==> config.mk <==
export PLATFORM = sky130hd
export DESIGN_NAME = rmj_sqrt
export DESIGN_NICKNAME = d
export VERILOG_FILES = /design/src/radar_measurement_jacobian_assert.svh /design/src/rmj_pkg.sv /design/src/rmj_sqrt.sv
export SDC_FILE = /design/constraint.sdc
export NUM_CORES = 2
export LEC_CHECK = 0
export BUFFER_PORTS_ARGS = -buffer_cell sky130_fd_sc_hd__buf_2
export CAP_MARGIN = 20
export CORE_AREA = 4 4 514 516
export DETAILED_ROUTE_END_ITERATION = 16
export DIE_AREA = 0 0 518 520
export HOLD_SLACK_MARGIN = 0.05
export PLACE_DENSITY = 0.66
export SETUP_SLACK_MARGIN = 0.5
export SLEW_MARGIN = 20
export SYNTH_ARGS = -nofsm -noshare
export SYNTH_HDL_FRONTEND = slang
export SYNTH_MEMORY_MAX_BITS = 65536
export SYNTH_SLANG_ARGS = --single-unit
==> constraint.sdc <==
create_clock -name clk_i -period 3.3 [get_ports clk_i]
set_input_delay 0.33 -clock clk_i [delete_from_list [all_inputs] [get_ports clk_i]]
set_output_delay 0.33 -clock clk_i [all_outputs]
set_load 0.005 [all_outputs]
==> src/radar_measurement_jacobian_assert.svh <==
// Assertion helpers for the radar Jacobian block.
// Both sample on clk_i and are off while rst_ni is low.
`ifndef RADAR_MEASUREMENT_JACOBIAN_ASSERT_SVH
`define RADAR_MEASUREMENT_JACOBIAN_ASSERT_SVH

// Same-cycle implication.
`define RMJ_ASSERT_IMP(name, ante, cons) \
  name: assert property (@(posedge clk_i) disable iff (!rst_ni) (ante) |-> (cons)) \
    else $error("rmj assertion failed (same cycle)");

// Next-cycle implication.
`define RMJ_ASSERT_NXT(name, ante, cons) \
  name: assert property (@(posedge clk_i) disable iff (!rst_ni) (ante) |=> (cons)) \
    else $error("rmj assertion failed (next cycle)");

`endif

==> src/rmj_pkg.sv <==
package rmj_pkg;

  // word width of every input field and derivative
  localparam int DataWidth       = 32;
  localparam int FracBitsDefault = 16;

  // threshold register
  localparam int                  CfgWidth   = 17;
  localparam logic [CfgWidth-1:0] MinR2Reset = CfgWidth'(7);

  typedef struct packed {
    logic signed [DataWidth-1:0] pos_x;
    logic signed [DataWidth-1:0] pos_y;
    logic signed [DataWidth-1:0] vel_x;
    logic signed [DataWidth-1:0] vel_y;
  } rmj_in_t;

  typedef struct packed {
    logic signed [DataWidth-1:0] drange_dx;
    logic signed [DataWidth-1:0] drange_dy;
    logic signed [DataWidth-1:0] dbearing_dx;
    logic signed [DataWidth-1:0] dbearing_dy;
    logic signed [DataWidth-1:0] drate_dx;
    logic signed [DataWidth-1:0] drate_dy;
    logic                        near_origin;
  } rmj_out_t;

endpackage

==> src/rmj_sqrt.sv <==
// Pipelined integer square root, one root bit per stage, floor result.
module rmj_sqrt
  import rmj_pkg::*;
#(
  parameter int RW = DataWidth
) (
  input  logic            clk_i,
  input  logic            en_i,
  input  logic [2*RW-1:0] rad_i,
  output logic [RW-1:0]   root_o
);

  localparam int IW = 2 * RW;

  // remainder can reach 2*root, so it needs one bit more than the root
  logic [RW:0]   rem_q  [RW];
  logic [RW-1:0] root_q [RW];
  logic [IW-1:0] rad_q  [RW];

  logic [RW:0]   rem_in  [RW];
  logic [RW-1:0] root_in [RW];
  logic [IW-1:0] rad_in  [RW];
  logic [RW+2:0] rem_sh  [RW];
  logic [RW+2:0] trial   [RW];
  logic          ge      [RW];

  // stage inputs: first stage from the port, others from the previous stage
  always_comb begin
    rem_in[0]  = '0;
    root_in[0] = '0;
    rad_in[0]  = rad_i;
    for (int k = 1; k < RW; k++) begin
      rem_in[k]  = rem_q[k-1];
      root_in[k] = root_q[k-1];
      rad_in[k]  = rad_q[k-1];
    end
  end

  // bring down two radicand bits, try root*4+1
  always_comb begin
    for (int k = 0; k < RW; k++) begin
      rem_sh[k] = {rem_in[k], rad_in[k][IW-1 -: 2]};
      trial[k]  = {1'b0, root_in[k], 2'b01};
      ge[k]     = rem_sh[k] >= trial[k];
    end
  end

  always_ff @(posedge clk_i) begin
    if (en_i) begin
      for (int k = 0; k < RW; k++) begin
        rem_q[k]  <= ge[k] ? (RW+1)'(rem_sh[k] - trial[k]) : (RW+1)'(rem_sh[k]);
        root_q[k] <= {root_in[k][RW-2:0], ge[k]};
        rad_q[k]  <= {rad_in[k][IW-3:0], 2'b00};
      end
    end
  end

  assign root_o = root_q[RW-1];

endmodule

==> results.txt <==
The run finished, with violations left. The final reports fail on negative setup slack. Entering global routing, the biggest net connects 113 pins.

The run gives 44,060 um^2 as the area taken by multi-input logic gates. Register area share after synthesis: 64.50%. The number of clock buffers added by TritonCTS is 275. Derived from the worst setup path, the maximum achievable clock frequency is 292.7 MHz. The initial antenna violation count was 1.

At the pin with the least slew margin, the transition time is 1.205 ns. Yosys printed 0 warnings. The site row count was 187. The logs give 7 for the number of iterations in the first detailed-routing pass and 5,298 for the number of DRC violations after detailed-routing iteration 0. The leakage power total is 54.67 nW. The synthesized area was 116,200 um^2; the wire length of the first global-routing pass was 397,900 um. The average instance in the mapped netlist occupies 12.90 um^2. When the netlist entered floorplanning its net count stood at 9,630. In the synthesized netlist the dominant register cell turns out to be edfxtp_1. The clock-pin slew on the worst setup and hold paths was 0.06 ns. In the global route stage, met1 resource usage came out at 22.98%.

The most utilized layer in the global route result is met2. For the final database, setup skew stands at 0.04800 ns. Once the floorplan was initialized, standard cells occupied 44.81% of the core. By area the synthesized netlist is led by edfxtp_1, ha_1, xor2_1, xnor2_1, a21oi_1. The run gives 5 as the number of H-tree branching levels. Setup repair after global routing could not meet its margin everywhere.

In this run the tightest slew margin relative to its limit is 19.06%. Cell count after synthesis: 9,003. In the final layout, flip-flops and latches occupy 74,920 um^2. Counting the fill cells in the layout gives 20.57k. The tools report the sort of element at the end of the critical path as a flip-flop.

The synthesis-to-finish area growth is 23.52%, and the hold violation count in the final report is 0. The die area was 269,400 um^2. The average wire per cell in the routed design works out to 19.00 um. The later pin in the worst-skew pair is clocked with a latency of 0.86 ns.

The tools report the cell at the root of the clock tree as clkbuf_16. The register bit count reported by yosys is 2,495. The number of setup violations in the final report came out at 3. Counting tap cells, the placed design contains a total of 12.75k instances. The type of the setup path with the least slack was flip-flop to flip-flop. Of all cell types, the one taking the most synthesized area is edfxtp_1.

The met2 routing resource usage after global routing was 31.68%. The tools report the required time at the worst-slack endpoint as 3.88 ns. The tree built by TritonCTS fans out to 2,495 sinks.

For this run the aggregate overflow at the end of global routing stands at 0. The worst-case setup margin in the final layout came out at -0.1162 ns. The worst path needs 3.416 ns of the cycle, external delays included.

The width of the chip was 518 um; the routability congestion estimate was 0.9008. Counting along the longest clock path gives a buffer depth of 4. The tools report the count of pins over their slew limit as 0. For the utilization after layout, the log shows 55.35%. After legalization and detailed placement, the total HPWL measured 177,900 um.

The count of input and output buffers is 97. The run gives 92 as the number of distinct library cell variants in the gate-level netlist after synthesis. By count the netlist is led by edfxtp_1, inv_1, nand2_1. The run gives 259,200 um^2 as the area of the core region. STA classifies the critical path startpoint as a flip-flop. Summing over every cut layer, the via total after detailed routing is 74.44k.

The tool flagged a number of max-cap violations equal to 0. TritonCTS built the clock tree. The power per cell area works out to 667.1 nW/um^2. The setup TNS after final layout is -0.2632 ns, and the highest fanout seen on the critical path is 3.

For the worst setup path, the data arrival time is 4.00 ns. After synthesis, the largest area contributor takes up 64.50% of total cell area. At the placement stage, the worst setup path has a slack of -0.1158 ns. The min-delay analysis places its worst path in the category primary input to flip-flop. Proportion of layout cells with a drive suffix above 1: 22.07%.

In the post-synthesis netlist, the cell with the most instances is edfxtp_1. The tools report the number of global-route vias before repair as 73.26k. For this design the top-level I/O count stands at 98. In this run the vertical extent of the chip is 520 um. The number of flops mapped to enable cells by yosys is 2,495. Global routing used 18.17% of the available tracks. The tools report the met3 track demand over resource as 2.683%. Summed over all layers, the routed wires come to 260,100 um. The final net count is 10.72k, and the maximum vdd drop is 525.4 uV.

After detailed routing, the number of vias per cell comes to 5.437. The share of flip-flops with an asynchronous set or reset was 0%; the count of antenna-violating nets left after detailed routing was 0. Once layout is complete, the cells apart from fillers number 13.69k.

In the finished design, the share of the clock period the worst path needs comes to 103.5%. The number of DRC violations after detailed routing is 0.
-- final cells by class --
class | instances | share of cell area [%]
well taps | 3402 | 2.967
flip-flops and latches | 2495 | 52.22
diodes | 1 | 0.001744
inverters | 701 | 1.843
clock buffers | 315 | 4.945
clock inverters | 161 | 1.177
repair buffers | 972 | 6.142
multi-input cells | 5643 | 30.71
-- worst max-delay path: stages (launching register included) --
cell	delay, ns
edfxtp_1	0.42
inv_2	0.09
ha_4	0.22
a21oi_4	0.15
o21ai_4	0.09
a2111oi_4	0.44
o21ai_2	0.15
a31o_2	0.23
or4_4	0.43
or3_4	0.34
or4_4	0.43
xnor2_2	0.14
-- report_power, final --
part           switching, mW  internal [mW]  leakage, nW  total (mW)
combinational           12.3           10.4         26.4        22.7
sequential              2.87           40.1         24.0        42.9
clock                   12.3           17.8         4.27        30.1
total                   27.5           68.2         54.7        95.7
-- registers in the layout, summed over array words and instances, names as in the netlist --
name,cells
rad_q,992
rem_q,975
root_q,528
-- logic make-up after synthesis --
kind of cell / synth area share, %
flops: 64.50
simple gates: 9.902
compound gates: 9.783
buf+inv: 2.809
xor+xnor: 6.017
fa+ha+maj: 6.043
mux: 0.9436
other cells: 0.003228
-- routing by layer --
layer / wire, um / vias to the layer above / share of wire (%)
li1: - / 35619 / -
met1: 109000 / 36207 / 42
met2: 129300 / 1965 / 50
met3: 12170 / 646 / 4.7
met4: 9571 / 0 / 3.7
met5: 0 / - / 0
-- metrics by stage --
stage | hold slack [ns] | area (um^2) | power [mW]
final | 0.1843 | 143500 | 95.72
after global routing | 0.1519 | 143500 | 100.6
after CTS | 0.09751 | 138900 | 94.80
after detailed placement | 0.4045 | 125400 | 62.75
after global placement | 0.4002 | 125400 | 62.25
after floorplan | 0.4003 | 117800 | 55.98
-- worst paths after layout --
kind                            slack, ns  cells past startpoint                     end                startpoint
worst max-delay path                -0.12                     11  rem_q[1][29]$_DFFE_PP_  root_q[0][481]$_DFFE_PP_
worst min register to register       0.39                      0  rad_q[1][98]$_DFFE_PP_    rad_q[1][34]$_DFFE_PP_
worst max register to register      -0.12                     11  rem_q[1][29]$_DFFE_PP_  root_q[0][481]$_DFFE_PP_
worst min-delay path                 0.18                      2  rad_q[0][57]$_DFFE_PP_                 rad_i[57]
-- cells in the final DEF, fill, tap and decap left out, types with 36 or more instances in the layout --
| cell type | n |
|---|---|
| o21bai_1 | 43 |
| ha_1 | 415 |
| nand4_1 | 78 |
| edfxtp_1 | 2495 |
| nor2_1 | 477 |
| nor2_4 | 42 |
| nor3_1 | 165 |
| buf_12 | 65 |
| mux2_2 | 50 |
| clkinv_1 | 61 |
| a21o_1 | 213 |
| o21a_1 | 92 |
| nand3_1 | 118 |
| o21ai_0 | 368 |
| buf_4 | 657 |
| nand2_1 | 598 |
| clkbuf_1 | 37 |
| buf_2 | 98 |
| nor4_1 | 81 |
| o21ai_2 | 63 |
| nor3_2 | 36 |
| or3_1 | 57 |
| nand2b_1 | 111 |
| xnor2_1 | 366 |
| dlygate4sd3_1 | 66 |
| o21ai_1 | 64 |
| xor2_1 | 410 |
| inv_1 | 658 |
| nor2b_1 | 79 |
| clkbuf_16 | 293 |
| o211ai_1 | 37 |
| a21oi_2 | 75 |
| and3_1 | 45 |
| ha_4 | 115 |
| a21oi_1 | 501 |
| buf_6 | 51 |
| inv_2 | 40 |
-- repair_timing --
action | 4_1_cts | 5_1_grt
gates cloned | 17 | 20
hold buffers | 66 | 0
buffers inserted | 172 | 186
pin swaps | 161 | 270
hold endpoints to repair | 91 | 0
resized for setup | 473 | 610
setup endpoints to repair | 892 | 952
Note: power is estimated with default switching activity, not from simulation.
